### src/sv/mcpc_pkg.sv
// ----------------------------------------------------------------------------
// mcpc_pkg
// Shared widths, constants and types of the microphone channel power check.
// ----------------------------------------------------------------------------
package mcpc_pkg;

  // sample and square
  localparam int SAMPLE_W = 16;
  localparam int MAG_W    = 16;
  localparam int SQ_W     = 31;

  // power measurement
  localparam int WACC_W   = 47;
  localparam int POWER_W  = 55;
  localparam int PROD_W   = 62;
  localparam int CHAN_W   = 6;
  localparam int PCNT_W   = 6;
  localparam int MASK_W   = 35;
  localparam int LEVEL_W  = 4;

  // configuration registers
  localparam int WS_W       = 16;
  localparam int WPP_W      = 8;
  localparam int SHIFT_W    = 6;
  localparam int CFG_ADDR_W = 2;
  localparam int CFG_DATA_W = 16;

  localparam logic [CFG_ADDR_W-1:0] CFG_WINDOW_SAMPLES    = 2'd0;
  localparam logic [CFG_ADDR_W-1:0] CFG_WINDOWS_PER_PHASE = 2'd1;
  localparam logic [CFG_ADDR_W-1:0] CFG_WINDOW_SHIFT      = 2'd2;

  localparam logic [WS_W-1:0]    RST_WINDOW_SAMPLES    = 16'd4800;
  localparam logic [WPP_W-1:0]   RST_WINDOWS_PER_PHASE = 8'd20;
  localparam logic [SHIFT_W-1:0] RST_WINDOW_SHIFT      = 6'd30;

  // pass criterion: HIGH_RATIO * high >= LOW_RATIO * low
  localparam logic [6:0] HIGH_RATIO = 7'd100;
  localparam logic [6:0] LOW_RATIO  = 7'd105;

  // pipeline depth: input, square, window, shift, power, products, output
  localparam int STAGES = 7;

  // output stream packing
  localparam int OUT_PAD_W   = 5;
  localparam int OUT_TDATA_W = 168;
  localparam int OUT_TUSER_W = 2;

  // per-item control carried along the power path
  typedef struct packed {
    logic              phase;
    logic [CHAN_W-1:0] channel;
    logic              win_end;
    logic              verdict;
    logic              done;
  } pwr_evt_t;

endpackage

### src/sv/mic_channel_power_check.sv
// ----------------------------------------------------------------------------
// mic_channel_power_check
// Microphone channel power test with level meter, streaming in and out.
// ----------------------------------------------------------------------------
// Takes one signed sample per clock unless the input is held, and returns
// one result per sample through a seven-register pipeline (input, square,
// window sum, window shift, phase power, ratio products, output). Each stage
// only holds while the stage after it is full and held, so back-pressure on
// the output fills empty stages before the input stalls. Bit 0 of out_tdata
// gives the phase in which the sample was taken, tone on (0) or muted (1);
// when it changes, outside logic should switch the tone for the samples that
// follow. The user must write configuration only while no results are
// pending; the block itself does not enforce it. A write takes effect for
// the next sample.
// ----------------------------------------------------------------------------
module mic_channel_power_check #(
  parameter int NUM_CHANNELS  = 35,
  parameter int METER_SAMPLES = 32,
  parameter int LED_COUNT     = 10,
  parameter int METER_SHIFT   = 20
) (
  input  logic                             clk,
  input  logic                             rst_n,
  // input stream
  input  logic                             in_tvalid,
  output logic                             in_tready,
  input  logic [mcpc_pkg::SAMPLE_W-1:0]    in_tdata,   // sample
  // result stream
  output logic                             out_tvalid,
  input  logic                             out_tready,
  // phase, channel, meter_level, channel_ok, power_high_out, power_low_out,
  // ok_count, ok_mask, zero fill
  output logic [mcpc_pkg::OUT_TDATA_W-1:0] out_tdata,
  output logic [mcpc_pkg::OUT_TUSER_W-1:0] out_tuser,  // meter_valid, verdict_valid
  output logic                             out_tlast,  // sequence_done
  // configuration
  input  logic                             cfg_wr_en,
  input  logic [mcpc_pkg::CFG_ADDR_W-1:0]  cfg_addr,
  input  logic [mcpc_pkg::CFG_DATA_W-1:0]  cfg_wdata
);
  import mcpc_pkg::*;

  // configuration registers
  logic [WS_W-1:0]    window_samples_r;
  logic [WPP_W-1:0]   windows_per_phase_r;
  logic [SHIFT_W-1:0] window_shift_r;

  // pipeline control
  logic [STAGES-1:0] vld_r;
  logic [STAGES-1:0] vld_nxt;
  logic [STAGES-1:0] en;
  logic [STAGES-1:0] take;

  // datapath
  logic signed [SAMPLE_W-1:0] sample_r;
  logic [MAG_W-1:0]   mag_nxt;
  logic [MAG_W-1:0]   mag_r;
  logic [2*MAG_W-1:0] sq_full;
  logic [SQ_W-1:0]    sq_r;
  logic               mv3;
  logic [LEVEL_W-1:0] ml3;
  logic               mv4_r;
  logic [LEVEL_W-1:0] ml4_r;
  logic               mv5_r;
  logic [LEVEL_W-1:0] ml5_r;
  logic               mv6_r;
  logic [LEVEL_W-1:0] ml6_r;

  pwr_evt_t           evt5;
  logic [POWER_W-1:0] ph5;
  logic [POWER_W-1:0] pl5;
  logic [PROD_W-1:0]  phi5;
  logic [PROD_W-1:0]  plo5;

  logic               res_phase;
  logic [CHAN_W-1:0]  res_channel;
  logic               res_verdict;
  logic               res_ok;
  logic [POWER_W-1:0] res_ph;
  logic [POWER_W-1:0] res_pl;
  logic [PCNT_W-1:0]  res_count;
  logic [MASK_W-1:0]  res_mask;
  logic               res_done;

  // configuration writes, unknown indexes ignored
  always_ff @(posedge clk) begin
    if (!rst_n) begin
      window_samples_r    <= RST_WINDOW_SAMPLES;
      windows_per_phase_r <= RST_WINDOWS_PER_PHASE;
      window_shift_r      <= RST_WINDOW_SHIFT;
    end else if (cfg_wr_en) begin
      case (cfg_addr)
        CFG_WINDOW_SAMPLES:    window_samples_r    <= cfg_wdata[WS_W-1:0];
        CFG_WINDOWS_PER_PHASE: windows_per_phase_r <= cfg_wdata[WPP_W-1:0];
        CFG_WINDOW_SHIFT:      window_shift_r      <= cfg_wdata[SHIFT_W-1:0];
        default: ;
      endcase
    end
  end

  // stage enables: a stage moves when empty or when the next one moves
  always_comb begin
    en[STAGES-1] = !vld_r[STAGES-1] || out_tready;
    for (int k = STAGES - 2; k >= 0; k--) begin
      en[k] = !vld_r[k] || en[k+1];
    end
  end

  assign take    = en & {vld_r[STAGES-2:0], in_tvalid};
  assign vld_nxt = (en & {vld_r[STAGES-2:0], in_tvalid}) | (~en & vld_r);

  always_ff @(posedge clk) begin
    if (!rst_n) begin
      vld_r <= '0;
    end else begin
      vld_r <= vld_nxt;
    end
  end

  assign in_tready  = en[0];
  assign out_tvalid = vld_r[STAGES-1];

  // input register
  always_ff @(posedge clk) begin
    if (take[0]) begin
      sample_r <= in_tdata;
    end
  end

  // magnitude and square
  assign mag_nxt = sample_r[SAMPLE_W-1] ? MAG_W'(-sample_r) : MAG_W'(sample_r);
  assign sq_full = mag_nxt * mag_nxt;

  always_ff @(posedge clk) begin
    if (take[1]) begin
      mag_r <= mag_nxt;
      sq_r  <= sq_full[SQ_W-1:0];
    end
  end

  mcpc_meter #(
    .METER_SAMPLES (METER_SAMPLES),
    .LED_COUNT     (LED_COUNT),
    .METER_SHIFT   (METER_SHIFT)
  ) u_meter (
    .clk         (clk),
    .rst_n       (rst_n),
    .take_sum    (take[2]),
    .take_lvl    (take[3]),
    .mag         (mag_r),
    .meter_valid (mv3),
    .meter_level (ml3)
  );

  // meter result carried to the output register
  always_ff @(posedge clk) begin
    if (take[4]) begin
      mv4_r <= mv3;
      ml4_r <= ml3;
    end
    if (take[5]) begin
      mv5_r <= mv4_r;
      ml5_r <= ml4_r;
    end
    if (take[6]) begin
      mv6_r <= mv5_r;
      ml6_r <= ml5_r;
    end
  end

  mcpc_power #(
    .NUM_CHANNELS (NUM_CHANNELS)
  ) u_power (
    .clk                   (clk),
    .rst_n                 (rst_n),
    .take_win              (take[2]),
    .take_shf              (take[3]),
    .take_acc              (take[4]),
    .take_prd              (take[5]),
    .sq                    (sq_r),
    .cfg_window_samples    (window_samples_r),
    .cfg_windows_per_phase (windows_per_phase_r),
    .cfg_window_shift      (window_shift_r),
    .evt                   (evt5),
    .power_high            (ph5),
    .power_low             (pl5),
    .prod_high             (phi5),
    .prod_low              (plo5)
  );

  mcpc_verdict u_verdict (
    .clk            (clk),
    .rst_n          (rst_n),
    .take           (take[6]),
    .evt            (evt5),
    .power_high     (ph5),
    .power_low      (pl5),
    .prod_high      (phi5),
    .prod_low       (plo5),
    .phase          (res_phase),
    .channel        (res_channel),
    .verdict_valid  (res_verdict),
    .channel_ok     (res_ok),
    .power_high_out (res_ph),
    .power_low_out  (res_pl),
    .ok_count       (res_count),
    .ok_mask        (res_mask),
    .sequence_done  (res_done)
  );

  // result packing
  assign out_tdata = {{OUT_PAD_W{1'b0}}, res_mask, res_count, res_pl, res_ph,
                      res_ok, ml6_r, res_channel, res_phase};
  assign out_tuser = {res_verdict, mv6_r};
  assign out_tlast = res_done;

`ifndef SYNTH
  // an empty output register never holds back the input
  a_ready_when_empty: assert property (@(posedge clk) disable iff (!rst_n)
    !out_tvalid |-> in_tready)
    else $error("input stalled with empty output register");

  // sequence end only comes with a channel verdict
  a_done_has_verdict: assert property (@(posedge clk) disable iff (!rst_n)
    (out_tvalid && out_tlast) |-> out_tuser[1])
    else $error("sequence end without verdict");

  // pass flag and powers only on a verdict
  a_ok_has_verdict: assert property (@(posedge clk) disable iff (!rst_n)
    (out_tvalid && !out_tuser[1]) |-> (!res_ok && res_ph == '0 && res_pl == '0))
    else $error("verdict fields set without verdict");

  // led count is zero between meter blocks
  a_level_idle_zero: assert property (@(posedge clk) disable iff (!rst_n)
    (out_tvalid && !out_tuser[0]) |-> (ml6_r == '0))
    else $error("meter level set without meter transfer");
`endif

endmodule

### src/sv/mcpc_meter.sv
// ----------------------------------------------------------------------------
// mcpc_meter
// Level meter: sums sample magnitudes over a block and scales to an LED count.
// ----------------------------------------------------------------------------
module mcpc_meter #(
  parameter int METER_SAMPLES = 32,
  parameter int LED_COUNT     = 10,
  parameter int METER_SHIFT   = 20
) (
  input  logic                         clk,
  input  logic                         rst_n,
  input  logic                         take_sum,
  input  logic                         take_lvl,
  input  logic [mcpc_pkg::MAG_W-1:0]   mag,
  output logic                         meter_valid,
  output logic [mcpc_pkg::LEVEL_W-1:0] meter_level
);
  import mcpc_pkg::*;

  localparam int CW = (METER_SAMPLES > 1) ? $clog2(METER_SAMPLES) : 1;
  localparam int SW = MAG_W + CW;
  localparam int PW = SW + 6;
  localparam logic [CW:0]   LIMIT   = (CW+1)'(METER_SAMPLES);
  localparam logic [PW-1:0] LED_MUL = PW'(LED_COUNT);

  logic [SW-1:0]      sum_r;
  logic [CW-1:0]      cnt_r;
  logic [CW:0]        cnt_inc;
  logic [SW-1:0]      sum_inc;
  logic               blk_end;
  logic               blk_r;
  logic [SW-1:0]      bsum_r;
  logic [PW-1:0]      prod;
  logic [PW-1:0]      lv;
  logic [PW-1:0]      lv_sat;
  logic               meter_valid_r;
  logic [LEVEL_W-1:0] meter_level_r;
  logic [LEVEL_W-1:0] meter_level_nxt;

  // block accumulation
  assign cnt_inc = {1'b0, cnt_r} + (CW+1)'(1);
  assign sum_inc = sum_r + SW'(mag);
  assign blk_end = (cnt_inc >= LIMIT);

  always_ff @(posedge clk) begin
    if (!rst_n) begin
      sum_r <= '0;
      cnt_r <= '0;
    end else if (take_sum) begin
      sum_r <= blk_end ? '0 : sum_inc;
      cnt_r <= blk_end ? '0 : cnt_inc[CW-1:0];
    end
  end

  always_ff @(posedge clk) begin
    if (take_sum) begin
      blk_r  <= blk_end;
      bsum_r <= sum_inc;
    end
  end

  // scale to leds, saturate, keep four bits
  assign prod   = LED_MUL * PW'(bsum_r);
  assign lv     = prod >> METER_SHIFT;
  assign lv_sat = (lv > LED_MUL) ? LED_MUL : lv;
  assign meter_level_nxt = blk_r ? lv_sat[LEVEL_W-1:0] : '0;

  always_ff @(posedge clk) begin
    if (take_lvl) begin
      meter_valid_r <= blk_r;
      meter_level_r <= meter_level_nxt;
    end
  end

  assign meter_valid = meter_valid_r;
  assign meter_level = meter_level_r;

endmodule

### src/sv/mcpc_power.sv
// ----------------------------------------------------------------------------
// mcpc_power
// Window and phase sequencing, window sum shift, phase power accumulation
// and the ratio products for the pass test.
// ----------------------------------------------------------------------------
module mcpc_power #(
  parameter int NUM_CHANNELS = 35
) (
  input  logic                         clk,
  input  logic                         rst_n,
  input  logic                         take_win,
  input  logic                         take_shf,
  input  logic                         take_acc,
  input  logic                         take_prd,
  input  logic [mcpc_pkg::SQ_W-1:0]    sq,
  input  logic [mcpc_pkg::WS_W-1:0]    cfg_window_samples,
  input  logic [mcpc_pkg::WPP_W-1:0]   cfg_windows_per_phase,
  input  logic [mcpc_pkg::SHIFT_W-1:0] cfg_window_shift,
  output mcpc_pkg::pwr_evt_t           evt,
  output logic [mcpc_pkg::POWER_W-1:0] power_high,
  output logic [mcpc_pkg::POWER_W-1:0] power_low,
  output logic [mcpc_pkg::PROD_W-1:0]  prod_high,
  output logic [mcpc_pkg::PROD_W-1:0]  prod_low
);
  import mcpc_pkg::*;

  localparam logic [CHAN_W:0] LAST_CHAN = (CHAN_W+1)'(NUM_CHANNELS);

  // window stage
  logic [WACC_W-1:0] win_acc_r;
  logic [WS_W-1:0]   smp_cnt_r;
  logic [WPP_W-1:0]  win_cnt_r;
  logic              phase_r;
  logic [CHAN_W-1:0] chan_r;
  logic [WS_W:0]     limit_s;
  logic [WPP_W:0]    limit_w;
  logic [WS_W:0]     smp_inc;
  logic [WPP_W:0]    win_inc;
  logic [CHAN_W:0]   chan_inc;
  logic [WACC_W-1:0] acc_sum;
  logic              w_end;
  logic              ph_end;
  pwr_evt_t          evt_nxt;
  pwr_evt_t          evt2_r;
  logic [WACC_W-1:0] wsum2_r;

  // shift stage
  pwr_evt_t          evt3_r;
  logic [WACC_W-1:0] wp3_r;

  // power stage
  logic [POWER_W-1:0] ph_acc_r;
  logic [POWER_W-1:0] pl_acc_r;
  logic [POWER_W-1:0] ph_acc_nxt;
  logic [POWER_W-1:0] pl_acc_nxt;
  pwr_evt_t           evt4_r;
  logic [POWER_W-1:0] ph4_r;
  logic [POWER_W-1:0] pl4_r;

  // product stage
  pwr_evt_t           evt5_r;
  logic [POWER_W-1:0] ph5_r;
  logic [POWER_W-1:0] pl5_r;
  logic [PROD_W-1:0]  phi5_r;
  logic [PROD_W-1:0]  plo5_r;

  // window and phase sequencing; a zero limit means the full count range
  assign limit_s  = {(cfg_window_samples == '0), cfg_window_samples};
  assign limit_w  = {(cfg_windows_per_phase == '0), cfg_windows_per_phase};
  assign smp_inc  = {1'b0, smp_cnt_r} + (WS_W+1)'(1);
  assign win_inc  = {1'b0, win_cnt_r} + (WPP_W+1)'(1);
  assign chan_inc = {1'b0, chan_r} + (CHAN_W+1)'(1);
  assign acc_sum  = win_acc_r + WACC_W'(sq);
  assign w_end    = (smp_inc >= limit_s);
  assign ph_end   = w_end && (win_inc >= limit_w);

  always_comb begin
    evt_nxt.phase   = phase_r;
    evt_nxt.channel = chan_r;
    evt_nxt.win_end = w_end;
    evt_nxt.verdict = ph_end && phase_r;
    evt_nxt.done    = ph_end && phase_r && (chan_inc >= LAST_CHAN);
  end

  always_ff @(posedge clk) begin
    if (!rst_n) begin
      win_acc_r <= '0;
      smp_cnt_r <= '0;
      win_cnt_r <= '0;
      phase_r   <= 1'b0;
      chan_r    <= '0;
    end else if (take_win) begin
      win_acc_r <= w_end ? '0 : acc_sum;
      smp_cnt_r <= w_end ? '0 : smp_inc[WS_W-1:0];
      if (w_end) begin
        win_cnt_r <= ph_end ? '0 : win_inc[WPP_W-1:0];
      end
      if (ph_end) begin
        phase_r <= ~phase_r;
      end
      if (evt_nxt.verdict) begin
        chan_r <= evt_nxt.done ? '0 : chan_inc[CHAN_W-1:0];
      end
    end
  end

  always_ff @(posedge clk) begin
    if (take_win) begin
      evt2_r  <= evt_nxt;
      wsum2_r <= acc_sum;
    end
  end

  // window power
  always_ff @(posedge clk) begin
    if (take_shf) begin
      evt3_r <= evt2_r;
      wp3_r  <= wsum2_r >> cfg_window_shift;
    end
  end

  // phase power accumulation, cleared after each verdict
  always_comb begin
    ph_acc_nxt = ph_acc_r;
    pl_acc_nxt = pl_acc_r;
    if (evt3_r.win_end) begin
      if (evt3_r.phase) begin
        pl_acc_nxt = pl_acc_r + POWER_W'(wp3_r);
      end else begin
        ph_acc_nxt = ph_acc_r + POWER_W'(wp3_r);
      end
    end
  end

  always_ff @(posedge clk) begin
    if (!rst_n) begin
      ph_acc_r <= '0;
      pl_acc_r <= '0;
    end else if (take_acc) begin
      ph_acc_r <= evt3_r.verdict ? '0 : ph_acc_nxt;
      pl_acc_r <= evt3_r.verdict ? '0 : pl_acc_nxt;
    end
  end

  always_ff @(posedge clk) begin
    if (take_acc) begin
      evt4_r <= evt3_r;
      ph4_r  <= evt3_r.verdict ? ph_acc_nxt : '0;
      pl4_r  <= evt3_r.verdict ? pl_acc_nxt : '0;
    end
  end

  // ratio products for the pass test
  always_ff @(posedge clk) begin
    if (take_prd) begin
      evt5_r <= evt4_r;
      ph5_r  <= ph4_r;
      pl5_r  <= pl4_r;
      phi5_r <= PROD_W'(ph4_r) * PROD_W'(HIGH_RATIO);
      plo5_r <= PROD_W'(pl4_r) * PROD_W'(LOW_RATIO);
    end
  end

  assign evt        = evt5_r;
  assign power_high = ph5_r;
  assign power_low  = pl5_r;
  assign prod_high  = phi5_r;
  assign prod_low   = plo5_r;

endmodule

### src/sv/mcpc_verdict.sv
// ----------------------------------------------------------------------------
// mcpc_verdict
// Pass decision, pass count and pass mask; holds the result fields of the
// power path in the output register.
// ----------------------------------------------------------------------------
module mcpc_verdict (
  input  logic                         clk,
  input  logic                         rst_n,
  input  logic                         take,
  input  mcpc_pkg::pwr_evt_t           evt,
  input  logic [mcpc_pkg::POWER_W-1:0] power_high,
  input  logic [mcpc_pkg::POWER_W-1:0] power_low,
  input  logic [mcpc_pkg::PROD_W-1:0]  prod_high,
  input  logic [mcpc_pkg::PROD_W-1:0]  prod_low,
  output logic                         phase,
  output logic [mcpc_pkg::CHAN_W-1:0]  channel,
  output logic                         verdict_valid,
  output logic                         channel_ok,
  output logic [mcpc_pkg::POWER_W-1:0] power_high_out,
  output logic [mcpc_pkg::POWER_W-1:0] power_low_out,
  output logic [mcpc_pkg::PCNT_W-1:0]  ok_count,
  output logic [mcpc_pkg::MASK_W-1:0]  ok_mask,
  output logic                         sequence_done
);
  import mcpc_pkg::*;

  logic [PCNT_W-1:0]  pcnt_r;
  logic [MASK_W-1:0]  pmask_r;
  logic               ok;
  logic [PCNT_W-1:0]  pcnt_nxt;
  logic [MASK_W-1:0]  pmask_nxt;

  logic               phase_r;
  logic [CHAN_W-1:0]  channel_r;
  logic               verdict_r;
  logic               ok_r;
  logic [POWER_W-1:0] ph_r;
  logic [POWER_W-1:0] pl_r;
  logic [PCNT_W-1:0]  cnt_out_r;
  logic [MASK_W-1:0]  mask_out_r;
  logic               done_r;

  // pass test and running tallies; channels past the mask width drop out
  assign ok        = evt.verdict && (prod_high >= prod_low);
  assign pcnt_nxt  = ok ? pcnt_r + PCNT_W'(1) : pcnt_r;
  assign pmask_nxt = ok ? (pmask_r | (MASK_W'(1) << evt.channel)) : pmask_r;

  always_ff @(posedge clk) begin
    if (!rst_n) begin
      pcnt_r  <= '0;
      pmask_r <= '0;
    end else if (take) begin
      pcnt_r  <= evt.done ? '0 : pcnt_nxt;
      pmask_r <= evt.done ? '0 : pmask_nxt;
    end
  end

  // output register
  always_ff @(posedge clk) begin
    if (take) begin
      phase_r    <= evt.phase;
      channel_r  <= evt.channel;
      verdict_r  <= evt.verdict;
      ok_r       <= ok;
      ph_r       <= power_high;
      pl_r       <= power_low;
      cnt_out_r  <= pcnt_nxt;
      mask_out_r <= pmask_nxt;
      done_r     <= evt.done;
    end
  end

  assign phase          = phase_r;
  assign channel        = channel_r;
  assign verdict_valid  = verdict_r;
  assign channel_ok     = ok_r;
  assign power_high_out = ph_r;
  assign power_low_out  = pl_r;
  assign ok_count       = cnt_out_r;
  assign ok_mask        = mask_out_r;
  assign sequence_done  = done_r;

endmodule

### config.mk
export PLATFORM = sky130hd
export DESIGN_NAME = mic_channel_power_check
export DESIGN_NICKNAME = d
export VERILOG_FILES = /design/src/sv/mcpc_pkg.sv /design/src/sv/mic_channel_power_check.sv /design/src/sv/mcpc_meter.sv /design/src/sv/mcpc_power.sv /design/src/sv/mcpc_verdict.sv
export SDC_FILE = /design/constraint.sdc
export NUM_CORES = 2
export LEC_CHECK = 0
export BUFFER_PORTS_ARGS = -buffer_cell sky130_fd_sc_hd__buf_2
export CAP_MARGIN = 20
export CORE_UTILIZATION = 45
export DETAILED_ROUTE_END_ITERATION = 6
export GPL_ROUTABILITY_DRIVEN = 0
export GPL_TIMING_DRIVEN = 0
export HOLD_SLACK_MARGIN = 0.06
export SETUP_SLACK_MARGIN = 0.2
export SYNTH_ARGS = -nofsm -noshare
export SYNTH_HDL_FRONTEND = slang
export SYNTH_HIERARCHICAL = 1
export SYNTH_SLANG_ARGS = --single-unit
### constraint.sdc
create_clock -name clk -period 27.6 [get_ports clk]
set_input_delay 2.76 -clock clk [delete_from_list [all_inputs] [get_ports clk]]
set_output_delay 2.76 -clock clk [all_outputs]
set_load 0.02 [all_outputs]
==> results_dict.tcl <==
set metrics [dict create \
    status "complete, no violations" \
    holdPathStages 0 \
    final_area_um2 79330 \
    grt_pass1_vias 52310 \
    cts-root-buf "clkbuf_16" \
    cp_max_fo 11 \
    cpMaxStageDelayCell "clkbuf_1" \
    p_leak_nw 34.61 \
    post_drt_wl_per_cell_um 19.61 \
    seqCellArea_um2 27830 \
    clk_latency_ps 770 \
    initial_core_util_pct 45.41 \
    hp-start "u_power/power_high[24]" \
    cts_hold_buf 0 \
    grt_pass1_wl_um 290800 \
    diodes 0 \
    crit_required_ps 28100 \
    sw_frac_of_total_pct 39.99 \
    cts_buffers 115 \
    area_delta_synth_final_pct 11.58 \
    r2r_setup_slack_ps 18870 \
    dp_hpwl_um 147100 \
    cts_tree "done" \
    cp-end-kind "register" \
    crit_type "reg2reg" \
    min_to "u_verdict/power_high_out[24]" \
    antenna_left 0 \
    cts_resized 0 \
    worst_pin_slew_ps 1209 \
    cts_sinks 1024 \
    grt.overflow.total 0 \
    clock_power_share_pct 21.9 \
    r2r-end "sq_r[28]" \
    r2r-start "sample_r[0]" \
    fp.dieW_um 399.5 \
    antenna_found_initial 5 \
    p_sw_mw 2.898 \
    rsz0062_at_grt "false" \
    ir_drop_uv 406.3 \
    critPathLaunchType "register" \
    grt_usage_pct 23.27 \
    postCtsSetupBuffers 0 \
    routed_wl_um 187200 \
    io_buffers 206 \
    tns_ps 0 \
    netlist_instances 7017 \
    via_count 52970 \
    path_clk_slew_ps 60 \
    hold_path.class "reg2reg" \
    fp.dieArea_um2 159600 \
    drtIter0Drc 3693 \
    drive_gt1_share_pct 8.147 \
    multi_input_area_um2 38950 \
    maxSlewViolCount 0 \
    arrival_ps 9230 \
    fill_cells 14240 \
    power_mw 7.249 \
    coreArea_um2 156600 \
    syn_avg_cell_area_um2 10.13 \
    p_int_mw 4.350 \
    grt_start_max_net_pins 39 \
    finalHoldViolCount 0 \
    largest_reg_flops 59 \
    max_stage_delay_ps 560 \
    final_nets 8458 \
    slew_headroom_pct 19.16 \
    h-tree-depth 3 \
    max_freq_mhz 114.6 \
    drtPass1Iterations 6 \
    power_density_nw_per_um2 91.37 \
    pwr-share-comb_pct 51.9 \
    routed_via_density 5.549 \
    drc 0 \
    max_cap_violations 0 \
    die_h_um 399.5 \
    post-route-period-util_pct 31.62 \
    io_pins 212 \
    cts.path.max_buffers 3 \
    whs_ps 373.9 \
    dpl_cell_area_um2 75350 \
    pwr-share-seq_pct 26.2 \
    yosys_warnings 6 \
    synth_area_um2 71100 \
    setup_viol 0 \
    period_needed_ps 8728 \
    finClkSkew_ps 63.12 \
    rr_worst_depth 27 \
    fp-row-count 145 \
]
## through the flow
stage / worst slack, ps / instances / utilization, %
6_report: 18870 / 9545 / 50.67
5_1_grt: 18450 / 9545 / 50.67
4_1_cts: 18900 / 9544 / 50.66
3_5_place_dp: 18910 / 9326 / 48.12
3_3_place_gp: 523.8 / 9298 / 47.75
2_1_floorplan: 12190 / 7034 / -
## per-layer routing
layer	GRT usage, %	wire, um	vias up
li1	-	-	25480
met1	30.71	81410	25510
met2	38.77	88080	1604
met3	2.382	9502	377
met4	10.05	8185	0
met5	0	0	-
## critical path, delay by kind of cell (launching register included)
kind | cells | cell delay [ps]
buf+inv | 8 | 1590
compound gates | 5 | 1410
fa+ha+maj | 8 | 3650
simple gates | 5 | 1070
flops | 1 | 510
xor+xnor | 1 | 260
## cell type report
| class | count | area share [%] |
|---|---|---|
| well taps | 2058 | 3.246 |
| plain buffers | 293 | 1.536 |
| inverters | 859 | 4.068 |
| clock buffers | 152 | 3.995 |
| multi-input cells | 4858 | 49.10 |
| flip-flops and latches | 1024 | 35.08 |
| clock inverters | 66 | 1.019 |
| repair buffers | 235 | 1.959 |
## power by group through the flow
stage                     clock network, mW  registers [mW]  logic [mW]
after global placement                    0            1.94        3.71
after floorplan                           0            1.92        2.80
final                                  1.59            1.90        3.76
after detailed placement                  0            1.93        3.76
after CTS                              1.63            1.90        3.80
after global routing                   1.68            1.91        4.27
## worst max-delay path by stage
stage / from / end / slack (ps) / cells after the start
4_1_cts: sample_r[0] / sq_r[28] / 18900 / 26
5_1_grt: sample_r[0] / sq_r[28] / 18450 / 28
3_5_place_dp: sample_r[0] / sq_r[28] / 18910 / 26
3_3_place_gp: out_tready / u_power/ph_acc_r[38] / 520 / 6
6_report: sample_r[0] / sq_r[28] / 18870 / 27
2_1_floorplan: out_tready / u_power/ph_acc_r[39] / 12190 / 5
## cell usage in the layout (no fill, tap or decap), types with 22 or more instances in the layout
cell type	instances
and3_1	70
o211ai_1	30
buf_2	217
mux2i_1	72
nor3_1	61
nand2_1	618
inv_1	845
a21boi_0	28
ha_1	717
edfxtp_1	732
nand3b_1	22
o21ai_0	212
or3_1	33
mux4_2	32
clkbuf_1	256
a31oi_1	67
nor2_1	454
o21ai_1	37
a22oi_1	64
a21oi_1	487
a21o_1	196
nor2b_1	57
a211oi_1	51
clkbuf_16	117
xnor2_1	200
o21bai_1	45
nand4_1	79
nand3_1	142
o21a_1	66
buf_1	27
o22ai_1	27
a32o_1	22
and2_1	36
nor4_1	28
nand2b_1	61
and4_1	22
xor2_1	125
fa_1	316
dfxtp_1	292
Power figures use the tool's default switching activity.
